$ cat config.mk
export PLATFORM = sky130hd
export DESIGN_NAME = dimmer_channel_manual_auto_control
export DESIGN_NICKNAME = d
export VERILOG_FILES = /design/src/hw/rtl/dimctl_pkg.sv /design/src/hw/rtl/dimmer_channel_manual_auto_control.sv /design/src/hw/rtl/dimctl_ram.sv
export SDC_FILE = /design/constraint.sdc
export NUM_CORES = 1
export LEC_CHECK = 0
export ABC_AREA = 1
export BUFFER_PORTS_ARGS = -buffer_cell sky130_fd_sc_hd__buf_2
export CAP_MARGIN = 20
export CORE_ASPECT_RATIO = 0.8
export CORE_UTILIZATION = 45
export CTS_CLUSTER_DIAMETER = 40
export DETAILED_ROUTE_END_ITERATION = 10
export GPL_TIMING_DRIVEN = 1
export HOLD_SLACK_MARGIN = 0.12
export SLEW_MARGIN = 10
export SYNTH_ARGS = -nofsm -noshare
export SYNTH_HDL_FRONTEND = slang
export SYNTH_SLANG_ARGS = --single-unit
export TNS_END_PERCENT = 5
$ cat constraint.sdc
create_clock -name aclk -period 7.33 [get_ports aclk]
set_input_delay 1.0995 -clock aclk [delete_from_list [all_inputs] [get_ports aclk]]
set_output_delay 1.0995 -clock aclk [all_outputs]
set_load 0.005 [all_outputs]
$ cat src/hw/rtl/dimctl_pkg.sv
package dimctl_pkg;

    // Default values for the top-level parameters.
    localparam int CHANNELS_DEF  = 4;
    localparam int LEVEL_MAX_DEF = 1000;

    // Widths fixed by the payload fields.
    localparam int LEVEL_W = 16;
    localparam int FADE_W  = 16;
    localparam int PCT_W   = 7;
    localparam int TIME_W  = 32;
    localparam int CH_W    = 3;
    localparam int FUNC_W  = 2;
    localparam int CFG_W   = 64;
    localparam int CFG_A_W = 2;
    localparam int SEC_W   = 16;
    localparam int MAX_CHANNELS = 4;

    // Operation codes carried in the func field.
    localparam logic [FUNC_W-1:0] FUNC_MANUAL_FADE   = 2'd0;
    localparam logic [FUNC_W-1:0] FUNC_MANUAL_PROF   = 2'd1;
    localparam logic [FUNC_W-1:0] FUNC_AUTO_LEVEL    = 2'd2;
    localparam logic [FUNC_W-1:0] FUNC_SET_ROCKER    = 2'd3;

    // Configuration register indexes.
    localparam logic [CFG_A_W-1:0] REG_SUPPRESS_SECS = 2'd0;
    localparam logic [CFG_A_W-1:0] REG_FADE_ON       = 2'd1;
    localparam logic [CFG_A_W-1:0] REG_FADE_OFF      = 2'd2;

    // Percent setpoint of a fully lit channel.
    localparam logic [PCT_W-1:0] PCT_FULL = 7'd100;

    // One channel's stored state, held as a single memory word.
    typedef struct packed {
        logic [LEVEL_W-1:0] level;
        logic [PCT_W-1:0]   percent;
        logic               auto_on;
        logic               rocker_min;
        logic [LEVEL_W-1:0] last_level;
        logic               has_last;
        logic [TIME_W-1:0]  suppress_until;
    } chan_state_t;

    // State of a channel that has not been written since reset.
    localparam chan_state_t CHAN_RESET = '{
        level:          '0,
        percent:        PCT_FULL,
        auto_on:        1'b0,
        rocker_min:     1'b0,
        last_level:     '0,
        has_last:       1'b0,
        suppress_until: '0
    };

    // Sequencer states.
    typedef enum logic {
        ST_IDLE,
        ST_EXEC
    } ctl_state_t;

    // Control strobes from the sequencer to the datapath.
    typedef struct packed {
        logic in_ready;
        logic ram_rd;
        logic commit;
    } ctl_strobe_t;

endpackage

$ cat src/hw/rtl/dimmer_channel_manual_auto_control.sv
// Channel   | Direction | Handshake         | Beat contents
// ----------+-----------+-------------------+--------------------------------------------
// s_        | in        | s_valid / s_ready | func, channel, level, fade_ms, flag, now_ms
// m_        | out       | m_valid / m_ready | drive command, accepted flag, channel status
// cfg_      | in        | cfg_wr_en         | register index and write data, no wait
//
// Each beat has a read step, which reads the channel's word from the state memory,
// and a compute step, which computes, writes it back and loads the output register.
// A new input beat is taken while the previous result still waits in the output
// register; the compute cycle holds until that register is free.
// Reset clears the per-channel valid bits, so an unwritten channel reads as its reset state.

module dimmer_channel_manual_auto_control #(
    parameter int CHANNELS  = dimctl_pkg::CHANNELS_DEF,
    parameter int LEVEL_MAX = dimctl_pkg::LEVEL_MAX_DEF
) (
    input  logic                               aclk,
    input  logic                               aresetn,
    // Configuration write port
    input  logic                               cfg_wr_en,
    input  logic [dimctl_pkg::CFG_A_W-1:0]     cfg_addr,
    input  logic [dimctl_pkg::CFG_W-1:0]       cfg_wr_data,
    // Input channel
    input  logic                               s_valid,
    output logic                               s_ready,
    input  logic [dimctl_pkg::FUNC_W-1:0]      s_func,
    input  logic [dimctl_pkg::CH_W-1:0]        s_channel,
    input  logic [dimctl_pkg::LEVEL_W-1:0]     s_level,
    input  logic [dimctl_pkg::FADE_W-1:0]      s_fade_ms,
    input  logic                               s_flag_value,
    input  logic [dimctl_pkg::TIME_W-1:0]      s_now_ms,
    // Result channel
    output logic                               m_valid,
    input  logic                               m_ready,
    output logic                               m_drive_valid,
    output logic [dimctl_pkg::LEVEL_W-1:0]     m_drive_level,
    output logic [dimctl_pkg::FADE_W-1:0]      m_drive_fade_ms,
    output logic                               m_accepted,
    output logic [dimctl_pkg::LEVEL_W-1:0]     m_level_now,
    output logic [dimctl_pkg::PCT_W-1:0]       m_percent_now,
    output logic                               m_auto_now
);

    import dimctl_pkg::*;

    localparam int AW       = (CHANNELS > 1) ? $clog2(CHANNELS) : 1;
    localparam int STATE_W  = $bits(chan_state_t);
    // Exact division by LEVEL_MAX through a rounded-up reciprocal.
    localparam int NUM_MAX  = 100 * LEVEL_MAX + LEVEL_MAX / 2;
    localparam int NUM_W    = $clog2(NUM_MAX + 1);
    localparam int DIV_L    = $clog2(LEVEL_MAX);
    localparam int SHIFT    = NUM_W + DIV_L;
    localparam int PROD_W   = SHIFT + PCT_W + 1;
    localparam logic [63:0] RECIP =
        ((64'd1 << SHIFT) + 64'(LEVEL_MAX) - 64'd1) / 64'(LEVEL_MAX);
    localparam logic [LEVEL_W-1:0] LVL_MAX_C  = LEVEL_W'(LEVEL_MAX);
    localparam logic [NUM_W-1:0]   HALF_MAX_C = NUM_W'(LEVEL_MAX / 2);

    // ------------------------------------------------------------------
    // Configuration registers
    // ------------------------------------------------------------------
    logic [SEC_W-1:0] suppress_secs_reg;
    logic [CFG_W-1:0] fade_on_reg;
    logic [CFG_W-1:0] fade_off_reg;

    always_ff @(posedge aclk) begin
        if (!aresetn) begin
            suppress_secs_reg <= '0;
            fade_on_reg       <= '0;
            fade_off_reg      <= '0;
        end else if (cfg_wr_en) begin
            case (cfg_addr)
                REG_SUPPRESS_SECS: suppress_secs_reg <= cfg_wr_data[SEC_W-1:0];
                REG_FADE_ON:       fade_on_reg       <= cfg_wr_data;
                REG_FADE_OFF:      fade_off_reg      <= cfg_wr_data;
                default:           ;
            endcase
        end
    end

    // Suppression window in milliseconds: seconds times 1000 as shifts and subtracts.
    logic [TIME_W-1:0] window_ms;
    assign window_ms = (TIME_W'(suppress_secs_reg) << 10) - (TIME_W'(suppress_secs_reg) << 4)
                     - (TIME_W'(suppress_secs_reg) << 3);

    // ------------------------------------------------------------------
    // Sequencer
    // ------------------------------------------------------------------
    ctl_state_t  state_reg, state_next;
    ctl_strobe_t strobe;
    logic        out_free;
    logic        in_fire;

    assign out_free = !m_valid || m_ready;
    assign in_fire  = s_valid && strobe.in_ready;

    always_ff @(posedge aclk) begin
        if (!aresetn) begin
            state_reg <= ST_IDLE;
        end else begin
            state_reg <= state_next;
        end
    end

    // Next state.
    always_comb begin
        state_next = state_reg;
        case (state_reg)
            ST_IDLE: begin
                if (s_valid) begin
                    state_next = ST_EXEC;
                end
            end
            ST_EXEC: begin
                if (out_free) begin
                    state_next = ST_IDLE;
                end
            end
            default: state_next = ST_IDLE;
        endcase
    end

    // Strobes.
    always_comb begin
        strobe = '0;
        case (state_reg)
            ST_IDLE: begin
                strobe.in_ready = 1'b1;
                strobe.ram_rd   = s_valid;
            end
            ST_EXEC: begin
                strobe.commit = out_free;
            end
            default: ;
        endcase
    end

    assign s_ready = strobe.in_ready;

    // ------------------------------------------------------------------
    // Input beat capture
    // ------------------------------------------------------------------
    logic [FUNC_W-1:0]  func_reg;
    logic               ch_ok_reg;
    logic [AW-1:0]      ix_reg;
    logic [LEVEL_W-1:0] lvl_reg;
    logic [FADE_W-1:0]  fade_reg;
    logic               flag_reg;
    logic [TIME_W-1:0]  now_reg;
    logic               s_ch_ok;
    logic [AW-1:0]      s_ix;

    assign s_ch_ok = (s_channel != '0) && (int'(s_channel) <= CHANNELS);
    assign s_ix    = AW'(s_channel - CH_W'(1));

    always_ff @(posedge aclk) begin
        if (in_fire) begin
            func_reg  <= s_func;
            ch_ok_reg <= s_ch_ok;
            ix_reg    <= s_ix;
            lvl_reg   <= (s_level > LVL_MAX_C) ? LVL_MAX_C : s_level;
            fade_reg  <= s_fade_ms;
            flag_reg  <= s_flag_value;
            now_reg   <= s_now_ms;
        end
    end

    // ------------------------------------------------------------------
    // Channel state memory with per-entry valid bits
    // ------------------------------------------------------------------
    chan_state_t          ram_rd_data;
    chan_state_t          cur;
    chan_state_t          nxt;
    logic [CHANNELS-1:0]  ch_valid_reg;
    logic                 ram_we;

    assign ram_we = strobe.commit && ch_ok_reg;

    dimctl_ram #(
        .WIDTH (STATE_W),
        .DEPTH (CHANNELS),
        .AW    (AW)
    ) u_state_ram (
        .aclk    (aclk),
        .wr_en   (ram_we),
        .wr_addr (ix_reg),
        .wr_data (nxt),
        .rd_en   (strobe.ram_rd),
        .rd_addr (s_ix),
        .rd_data (ram_rd_data)
    );

    always_ff @(posedge aclk) begin
        if (!aresetn) begin
            ch_valid_reg <= '0;
        end else if (ram_we) begin
            ch_valid_reg[ix_reg] <= 1'b1;
        end
    end

    assign cur = ch_valid_reg[ix_reg] ? ram_rd_data : CHAN_RESET;

    // ------------------------------------------------------------------
    // Percent setpoint: round(level * 100 / LEVEL_MAX), at least one
    // ------------------------------------------------------------------
    logic [NUM_W-1:0]  pct_num;
    logic [PROD_W-1:0] pct_prod;
    logic [PCT_W-1:0]  pct_q;
    logic [PCT_W-1:0]  pct_val;

    assign pct_num  = NUM_W'(32'(lvl_reg) * 32'd100) + HALF_MAX_C;
    assign pct_prod = PROD_W'(pct_num) * PROD_W'(RECIP);
    assign pct_q    = pct_prod[SHIFT +: PCT_W];
    assign pct_val  = (pct_q == '0) ? PCT_W'(1) : pct_q;

    // ------------------------------------------------------------------
    // Profile fade and suppression window
    // ------------------------------------------------------------------
    logic [FADE_W-1:0] fade_on_ch;
    logic [FADE_W-1:0] fade_off_ch;
    logic [FADE_W-1:0] prof_fade;
    logic [TIME_W-1:0] supp_diff;
    logic              win_open;
    logic [1:0]        tab_ix;

    assign tab_ix      = 2'(ix_reg);
    assign fade_on_ch  = fade_on_reg[tab_ix * FADE_W +: FADE_W];
    assign fade_off_ch = fade_off_reg[tab_ix * FADE_W +: FADE_W];
    assign prof_fade   = (cur.level == lvl_reg) ? '0 :
                         (lvl_reg > cur.level) ? fade_on_ch : fade_off_ch;

    assign supp_diff = cur.suppress_until - now_reg;
    assign win_open  = (cur.suppress_until != '0) && (supp_diff != '0) && !supp_diff[TIME_W-1];

    // ------------------------------------------------------------------
    // Read-modify-write of the channel word
    // ------------------------------------------------------------------
    logic               dv;
    logic [LEVEL_W-1:0] dl;
    logic [FADE_W-1:0]  df;
    logic               cur_on;

    assign cur_on = cur.level != '0;

    always_comb begin
        nxt = cur;
        dv  = 1'b0;
        dl  = '0;
        df  = '0;
        case (func_reg)
            FUNC_MANUAL_FADE, FUNC_MANUAL_PROF: begin
                nxt.auto_on = 1'b0;
                if (lvl_reg == '0) begin
                    // Manual off may remember the level and arm the auto-light window.
                    if (!cur.auto_on && cur_on && !cur.rocker_min) begin
                        nxt.last_level = cur.level;
                        nxt.has_last   = 1'b1;
                    end
                    if (cur_on && (suppress_secs_reg != '0)) begin
                        nxt.suppress_until = now_reg + window_ms;
                    end
                    nxt.rocker_min = 1'b0;
                    nxt.percent    = '0;
                end else begin
                    nxt.percent = pct_val;
                end
                nxt.level = lvl_reg;
                dv = 1'b1;
                dl = lvl_reg;
                df = (func_reg == FUNC_MANUAL_PROF) ? prof_fade : fade_reg;
            end
            FUNC_AUTO_LEVEL: begin
                if (lvl_reg == '0) begin
                    // Auto off clears the window and only turns off an automatic light.
                    nxt.suppress_until = '0;
                    if (cur.auto_on) begin
                        nxt.auto_on    = 1'b0;
                        nxt.rocker_min = 1'b0;
                        nxt.percent    = '0;
                        nxt.level      = '0;
                        dv = 1'b1;
                        df = prof_fade;
                    end
                end else if (!(cur_on && !cur.auto_on) && !(!cur.auto_on && win_open)) begin
                    nxt.auto_on    = 1'b1;
                    nxt.rocker_min = 1'b0;
                    nxt.percent    = pct_val;
                    nxt.level      = lvl_reg;
                    dv = 1'b1;
                    dl = lvl_reg;
                    df = prof_fade;
                end
            end
            FUNC_SET_ROCKER: begin
                nxt.rocker_min = flag_reg;
            end
            default: ;
        endcase
    end

    // ------------------------------------------------------------------
    // Output register
    // ------------------------------------------------------------------
    logic               m_valid_reg;
    logic               drive_valid_reg;
    logic [LEVEL_W-1:0] drive_level_reg;
    logic [FADE_W-1:0]  drive_fade_reg;
    logic               accepted_reg;
    logic [LEVEL_W-1:0] level_now_reg;
    logic [PCT_W-1:0]   percent_now_reg;
    logic               auto_now_reg;

    always_ff @(posedge aclk) begin
        if (!aresetn) begin
            m_valid_reg <= 1'b0;
        end else if (strobe.commit) begin
            m_valid_reg <= 1'b1;
        end else if (m_ready) begin
            m_valid_reg <= 1'b0;
        end
    end

    always_ff @(posedge aclk) begin
        if (strobe.commit) begin
            drive_valid_reg <= ch_ok_reg && dv;
            drive_level_reg <= ch_ok_reg ? dl : '0;
            drive_fade_reg  <= ch_ok_reg ? df : '0;
            accepted_reg    <= ch_ok_reg;
            level_now_reg   <= ch_ok_reg ? nxt.level : '0;
            percent_now_reg <= (ch_ok_reg && (nxt.level != '0)) ? nxt.percent : '0;
            auto_now_reg    <= ch_ok_reg && nxt.auto_on;
        end
    end

    assign m_valid         = m_valid_reg;
    assign m_drive_valid   = drive_valid_reg;
    assign m_drive_level   = drive_level_reg;
    assign m_drive_fade_ms = drive_fade_reg;
    assign m_accepted      = accepted_reg;
    assign m_level_now     = level_now_reg;
    assign m_percent_now   = percent_now_reg;
    assign m_auto_now      = auto_now_reg;

    // ------------------------------------------------------------------
    // Assertions
    // ------------------------------------------------------------------

    // The state memory is written only in the compute cycle.
    a_we_in_exec: assert property (@(posedge aclk) disable iff (!aresetn)
        ram_we |-> (state_reg == ST_EXEC))
        else $error("state memory written outside the compute cycle");

    // An accepted input beat is always followed by its compute cycle.
    a_accept_exec: assert property (@(posedge aclk) disable iff (!aresetn)
        in_fire |=> (state_reg == ST_EXEC))
        else $error("accepted beat not followed by compute cycle");

    // A rejected channel gives an all-zero result.
    a_reject_zero: assert property (@(posedge aclk) disable iff (!aresetn)
        (m_valid && !m_accepted) |-> (!m_drive_valid && (m_level_now == '0)
            && (m_percent_now == '0) && !m_auto_now))
        else $error("rejected channel produced a nonzero result");

    // The percent status is zero for a dark channel and never above full.
    a_percent_range: assert property (@(posedge aclk) disable iff (!aresetn)
        m_valid |-> ((m_percent_now <= PCT_FULL)
            && ((m_level_now != '0) || (m_percent_now == '0))))
        else $error("percent status out of range");

endmodule

$ cat src/hw/rtl/dimctl_ram.sv
module dimctl_ram #(
    parameter int WIDTH = 8,
    parameter int DEPTH = 4,
    parameter int AW    = (DEPTH > 1) ? $clog2(DEPTH) : 1
) (
    input  logic             aclk,
    input  logic             wr_en,
    input  logic [AW-1:0]    wr_addr,
    input  logic [WIDTH-1:0] wr_data,
    input  logic             rd_en,
    input  logic [AW-1:0]    rd_addr,
    output logic [WIDTH-1:0] rd_data
);

    logic [WIDTH-1:0] mem [DEPTH];
    logic [WIDTH-1:0] rd_data_reg;

    // Single write port, registered read port that holds between reads.
    always_ff @(posedge aclk) begin
        if (wr_en) begin
            mem[wr_addr] <= wr_data;
        end
        if (rd_en) begin
            rd_data_reg <= mem[rd_addr];
        end
    end

    assign rd_data = rd_data_reg;

endmodule
==> metrics, run 1 <==
most common cell in the netlist=inv_1; Reg2Reg Depth=44; ranking of synthesized cells by area=edfxtp_1 37%, ha_1 9.7%, dfxtp_1 9.1%; post-synthesis sequential area ratio=46.1%; DRC viols=0; Root Buffer=clkbuf_16; Seq. cell area=15,200 µm²; Synth Area in Adders=12.5%; largest family of logic cells by synthesized area=simple AND/OR/NAND/NOR gates; clk_skew=26.1 ps; initial core utilization=45.7%; Placed Area=35,900 µm²; die height=244 µm; Tmin final=7510 ps; pin slew with the least headroom to its limit=1020 ps; WP data required=7710 ps; clk_lat worst skew=630 ps; Chip Width=305 µm; syn_area_per_cell=8.66 µm²; compound-cell area share of the yosys netlist=15.2%; Multi-input gate area=16,000 µm²; CP max FO=4; Vias=27.6k; H-tree levels=3; antenna violations before repair=7; die area=74,500 µm²; Final Max Slew Viols=0; mux cell area share after synthesis=0%; Setup-failing EPs final=29; Ys Warns=0; WP depth=44; Crit path arrival time=7890 ps; simple-gate share of the synthesized area=15.6%; Vias/cell=5.37; area delta synth->final=19.9%; first drt pass iteration count=6; hold path cells=2; row cnt=88; CTS Buf Count=77; area share of the leading cell type in the synthesized netlist=37.0%; failing checks=negative setup slack; Core Area=72,300 µm²; type of the tightest min-delay check=register to register; final-layout fill cell count=6,584; Top cell by count, worst path=nand2_1; Antenna Nets Post-Route=0; IO Pins=201; CTS tree=yes; vias in the first global route=26.0k; top cells by count, synth=568 x inv_1, 563 x nand2_1, 411 x nor2_1; GPL Wtd Cong=0.921; total global routing overflow=0; Syn Std Cell Area=33,000 µm²; clock buffer depth=3; Design Area, Final=39,600 µm²; Layout Nets=4,575; largest area contributor in the netlist=edfxtp_1; post-synthesis cell type count=56; Buffers on Ports=199; kind of critical path=register to register; HPWL Detailed=67,900 µm; first-pass GRT wire length=148,000 µm; clk slew on worst S/H paths=50 ps; XOR/XNOR share of the synthesized area=2.36%; Yosys reg bits=557; f_max=133 MHz; WL final=95,400 µm; Most used DFF post-synth=edfxtp_1; CP max stage delay=590 ps; RSZ-0062 raised after global routing=true; Worst setup EP type=register; share of cells above drive strength 1=16.2%; worst path bufs/invs=11; Largest register FFs=224; Post-synth EDFFs=407; status=finished, violations left; hold_buf cts=0; Final Hold Viols=0; fin crit share=102%; asr flop ratio synth=0%; slowest stage cell on the critical path=fa_2; pin count of the biggest net entering global routing=120; delay-heaviest family, CP=adder cells; Worst Setup Slack, final=-178 ps; total track usage=25.4%; Starting DRT DRC Count=2,885; routed length per placed instance=18.6 µm; CTS Sinks=557; Max-Cap Viols=0; post-synthesis instance total=3,814; Slew headroom=32.1%; CP startpoint kind=register
==> metal layers <==
| layer | track usage, % | vias to the layer above | part of all wire (%) |
|---|---|---|---|
| li1 | - | 13600 | - |
| met1 | 38.5 | 13000 | 49 |
| met2 | 38.2 | 902 | 43 |
| met3 | 3.85 | 104 | 7.0 |
| met4 | 5.41 | 6 | 1.6 |
| met5 | 0 | - | 0.036 |
==> layout make-up <==
cell class                 count  area share [%]
clock inverter                47            1.54
multi-input combinational   2548            40.4
timing repair buffer         370            5.87
tap                          945            2.99
antenna                        1         0.00632
clock buffer                  93            5.26
inverter                     578            5.49
sequential                   557            38.5
==> layout by cell type, fill, tap and decap left out, types with 43 or more instances in the layout <==
cell	netlist	final
nand2_1	563	547
nand3_1	145	138
a21oi_1	271	260
dfxtp_1	150	150
xor2_1	55	45
o21ai_0	410	405
clkbuf_16	0	80
inv_1	568	540
nor2_1	411	398
edfxtp_1	407	407
fa_1	45	43
o22ai_1	102	102
buf_4	1	165
ha_1	257	214
buf_2	4	197
==> worst paths after layout <==
| check | from | end | slack, ps |
|---|---|---|---|
| setup reg to reg | lvl_reg[2] | u_state_ram.mem[0][51] | -180 |
| setup / recovery | lvl_reg[2] | u_state_ram.mem[0][51] | -180 |
| hold / removal | fade_off_reg[48] | fade_off_reg[48] | 440 |
| hold reg to reg | fade_off_reg[48] | fade_off_reg[48] | 440 |
==> repair_timing <==
action                                  4_1_cts  5_1_grt
endpoints found under the setup margin       35       35
setup buffers                                25        0
gates resized for setup                     128       14
pin swaps                                    85       24
==> logic make-up after synthesis <==
group / Yosys count
adder cells (fa/ha/maj): 302
AND/OR/NAND/NOR: 1247
XOR/XNOR: 89
AO/OA/AOI/OAI: 904
other: 1
buffers and inverters: 714
flip-flops: 557
==> through the flow <==
| step | worst slack [ps] | TNS (ps) | util (%) | std cells | hold slack (ps) |
|---|---|---|---|---|---|
| 5_1_grt | -562 | -14980 | 54.7 | 5139 | 456 |
| 6_report | -178 | -2460 | 54.7 | 5139 | 444 |
| 2_1_floorplan | -42.7 | -42.7 | - | 3819 | 424 |
| 3_5_place_dp | -494 | -12620 | 49.7 | 4974 | 437 |
| 4_1_cts | -125 | -2060 | 54.6 | 5138 | 445 |
| 3_3_place_gp | -400 | -10030 | 49.7 | 4974 | 434 |
==> worst register-to-register path, delay by kind of cell (launching register included) <==
| kind | cells | cell delay, ps |
|---|---|---|
| adders and majority gates | 10 | 3510 |
| AOI/OAI and AO/OA | 2 | 340 |
| and+or+nand+nor | 18 | 1600 |
| buffers and inverters | 11 | 860 |
| DFF | 1 | 430 |
| xor gates and xnor gates | 3 | 490 |
Power of run 1 is not shown: default switching activity piles up to over one toggle a cycle in this logic, so the estimate is an artifact.
==> run 2: changes to the inputs <==
CTS_BUF_LIST = sky130_fd_sc_hd__clkbuf_16   (was unset)
MAX_ROUTING_LAYER = met4   (was unset)
==> run 2 against run 1 <==
Compared with the run above:
- highest routed layer is now met4
- utilization up 0.073 points
- final cell count up 0.18%
- flip-flop and latch count unchanged
- wire length up 0.70%
- global-route usage up 1.1 points
- fmax down 0.66%
- hold slack better by 0.74 ps
- register-to-register slack worse by 50 ps
- the run still ends with negative setup slack left
- critical path type unchanged
- final area up 0.13%
- clock-buffer cell count down 13
==> metrics, run 2 (same netlist as run 1, synthesis figures left out) <==
Setup-failing EPs final=30 (+3.4%); Design Area, Final=39,600 µm² (+0.13%); hold path cells=2 (unchanged); WP data required=7710 ps (about the same); share of cells above drive strength 1=16.0% (-0.21 points); Multi-input gate area=16,000 µm² (+0.20%); Placed Instances=4,974 (unchanged); pin slew with the least headroom to its limit=1110 ps (+92.1 ps); clock buffer depth=3 (unchanged); CP startpoint kind=register; first-pass GRT wire length=150,000 µm (+1.4%); GPL Wtd Cong=0.951 (+3.3%); post-route insts no fill=5,148 (+0.18%); worst path bufs/invs=10 (-1); most frequent cells in the layout=552 x inv_1, 551 x nand2_1, 407 x edfxtp_1; vias in the first global route=26.2k (+0.79%); Vias=27.7k (+0.32%); first drt pass iteration count=6 (unchanged); RR Endpoint=u_state_ram.mem[2][51]; failing checks=negative setup slack; RSZ-0062 raised after global routing=true; Worst Setup Slack, final=-228 ps (-50.2 ps); routed length per placed instance=18.7 µm (+0.52%); reg2reg start=lvl_reg[1]; IO Pins=201 (unchanged); HPWL Detailed=68,900 µm (+1.5%); type of the tightest min-delay check=register to register; Starting DRT DRC Count=2,397 (-17%); area delta synth->final=20.0%; H-tree levels=3 (unchanged); Worst setup EP type=register; kind of critical path=register to register; Buffers on Ports=199 (unchanged); Antenna Nets Post-Route=0 (unchanged); WL final=96,000 µm (+0.70%); initial core utilization=45.7% (unchanged); Layout Nets=4,577 (+0.044%); Placed Area=35,900 µm² (about the same); Leak=17.3 nW; clk slew on worst S/H paths=60 ps (about the same); power density over the cells=594 nW/µm²; clk_skew=24.2 ps (-1.95 ps); Setup WS pre-CTS=-398 ps (+95.4 ps); Vias/cell=5.38 (+0.14%); Hold Slack=445 ps (+0.740 ps); Tmin final=7560 ps (+50.2 ps); peak supply drop=0.00121 V; Largest register FFs=224 (unchanged); f_max=132 MHz (-0.66%); flop-to-flop setup slack=-230 ps (-50 ps); Core Area=72,300 µm² (unchanged); total global routing overflow=0 (unchanged); Chip Width=305 µm (unchanged); commonest non-fill, non-tap cell in the layout=inv_1; CP max FO=5 (+1); Slew headroom=25.1% (-7.0 points); Hold EP=fade_off_reg[18]; Max-Cap Viols=0 (unchanged); Root Buffer=clkbuf_16; pin count of the biggest net entering global routing=115 (-4.2%); die area=74,500 µm² (unchanged); total track usage=26.6% (+1.1 points); slowest stage cell on the critical path=fa_1; delay-heaviest family, CP=adder cells; Final Hold Viols=0 (unchanged); final-layout fill cell count=6,560 (-0.36%); CTS Sinks=557 (unchanged); row cnt=88 (unchanged); DRC viols=0 (unchanged); Reg2Reg Depth=45 (+2.3%); CTS tree=yes; Power Total=23.5 mW; antenna violations before repair=4 (-3); Crit path arrival time=7940 ps (+50 ps); CP max stage delay=580 ps (about the same); fin crit share=103% (+0.68 points); die height=244 µm (unchanged); status=finished, violations left; Seq. cell area=15,200 µm² (unchanged); worst hold start=fade_off_reg[18]; Final Max Slew Viols=0 (unchanged); CTS Buf Count=77 (unchanged); clk_lat worst skew=640 ps (about the same)
[run 2: cell types whose count changed in the layout (fill, tap and decap cells not counted), sizes merged]
cell / before / now
clkbuf: 93 / 80
clkinvlp: 2 / 9
inv: 591 / 597
clkinv: 22 / 26
diode: 1 / 5
buf: 370 / 372
bufinv: 10 / 9
[run 2: timing repair]
action,in CTS,in global routing
resized for setup,96,44
pin swaps,61,49
hold buffers,0,0
buffers inserted,18,9
setup endpoints to repair,35,35
[run 2: metal layers]
metal / track usage [%] / wire length (µm)
met1: 39.2 / 46700
met2: 38.3 / 40800
met3: 3.93 / 6780
met4: 6.08 / 1690
met5: - / 0
[run 2: through the flow]
step / setup TNS, ps / util (%)
CTS: -775 / 54.4
global route: -16280 / 54.8
detailed placement: -10270 / 49.7
floorplan: -42.7 / -
global placement: -9010 / 49.7
finish: -3970 / 54.8
[run 2: how the worst max path moves through the flow]
stage,depth (start not counted),end,start,slack (ps)
after floorplan,44,m_percent_now[0],lvl_reg[2],-40
after global placement,37,u_state_ram.mem[1][57],lvl_reg[3],-360
after detailed placement,40,m_percent_now[0],lvl_reg[4],-400
after CTS,42,m_percent_now[0],lvl_reg[1],-100
after global routing,47,u_state_ram.mem[2][51],lvl_reg[1],-620
final,45,u_state_ram.mem[2][51],lvl_reg[1],-230
[run 2: worst reg2reg max path, delay by kind of cell (launching register included)]
kind | cells | cell delay, ps
buffers and inverters | 10 | 970
adders and majority gates | 10 | 3480
DFF | 1 | 540
AOI/OAI and AO/OA | 4 | 570
xor gates and xnor gates | 3 | 500
and+or+nand+nor | 18 | 1250
[run 2: cell type report]
| class | count | area share (%) |
|---|---|---|
| multi-input cells | 2548 | 40.4 |
| repair buffers | 372 | 5.90 |
| well taps | 945 | 2.98 |
| clock inverters | 63 | 1.73 |
| clock buffers | 80 | 5.05 |
| diodes | 5 | 0.0316 |
| inverters | 578 | 5.48 |
| flip-flops and latches | 557 | 38.4 |
[run 2: where the power goes]
group          internal (mW)  switching [mW]
clock                   2.35            1.50
combinational           7.51            8.35
sequential              3.76          0.0800
total                   13.6            9.93
Note: power is estimated with default switching activity, not from simulation.
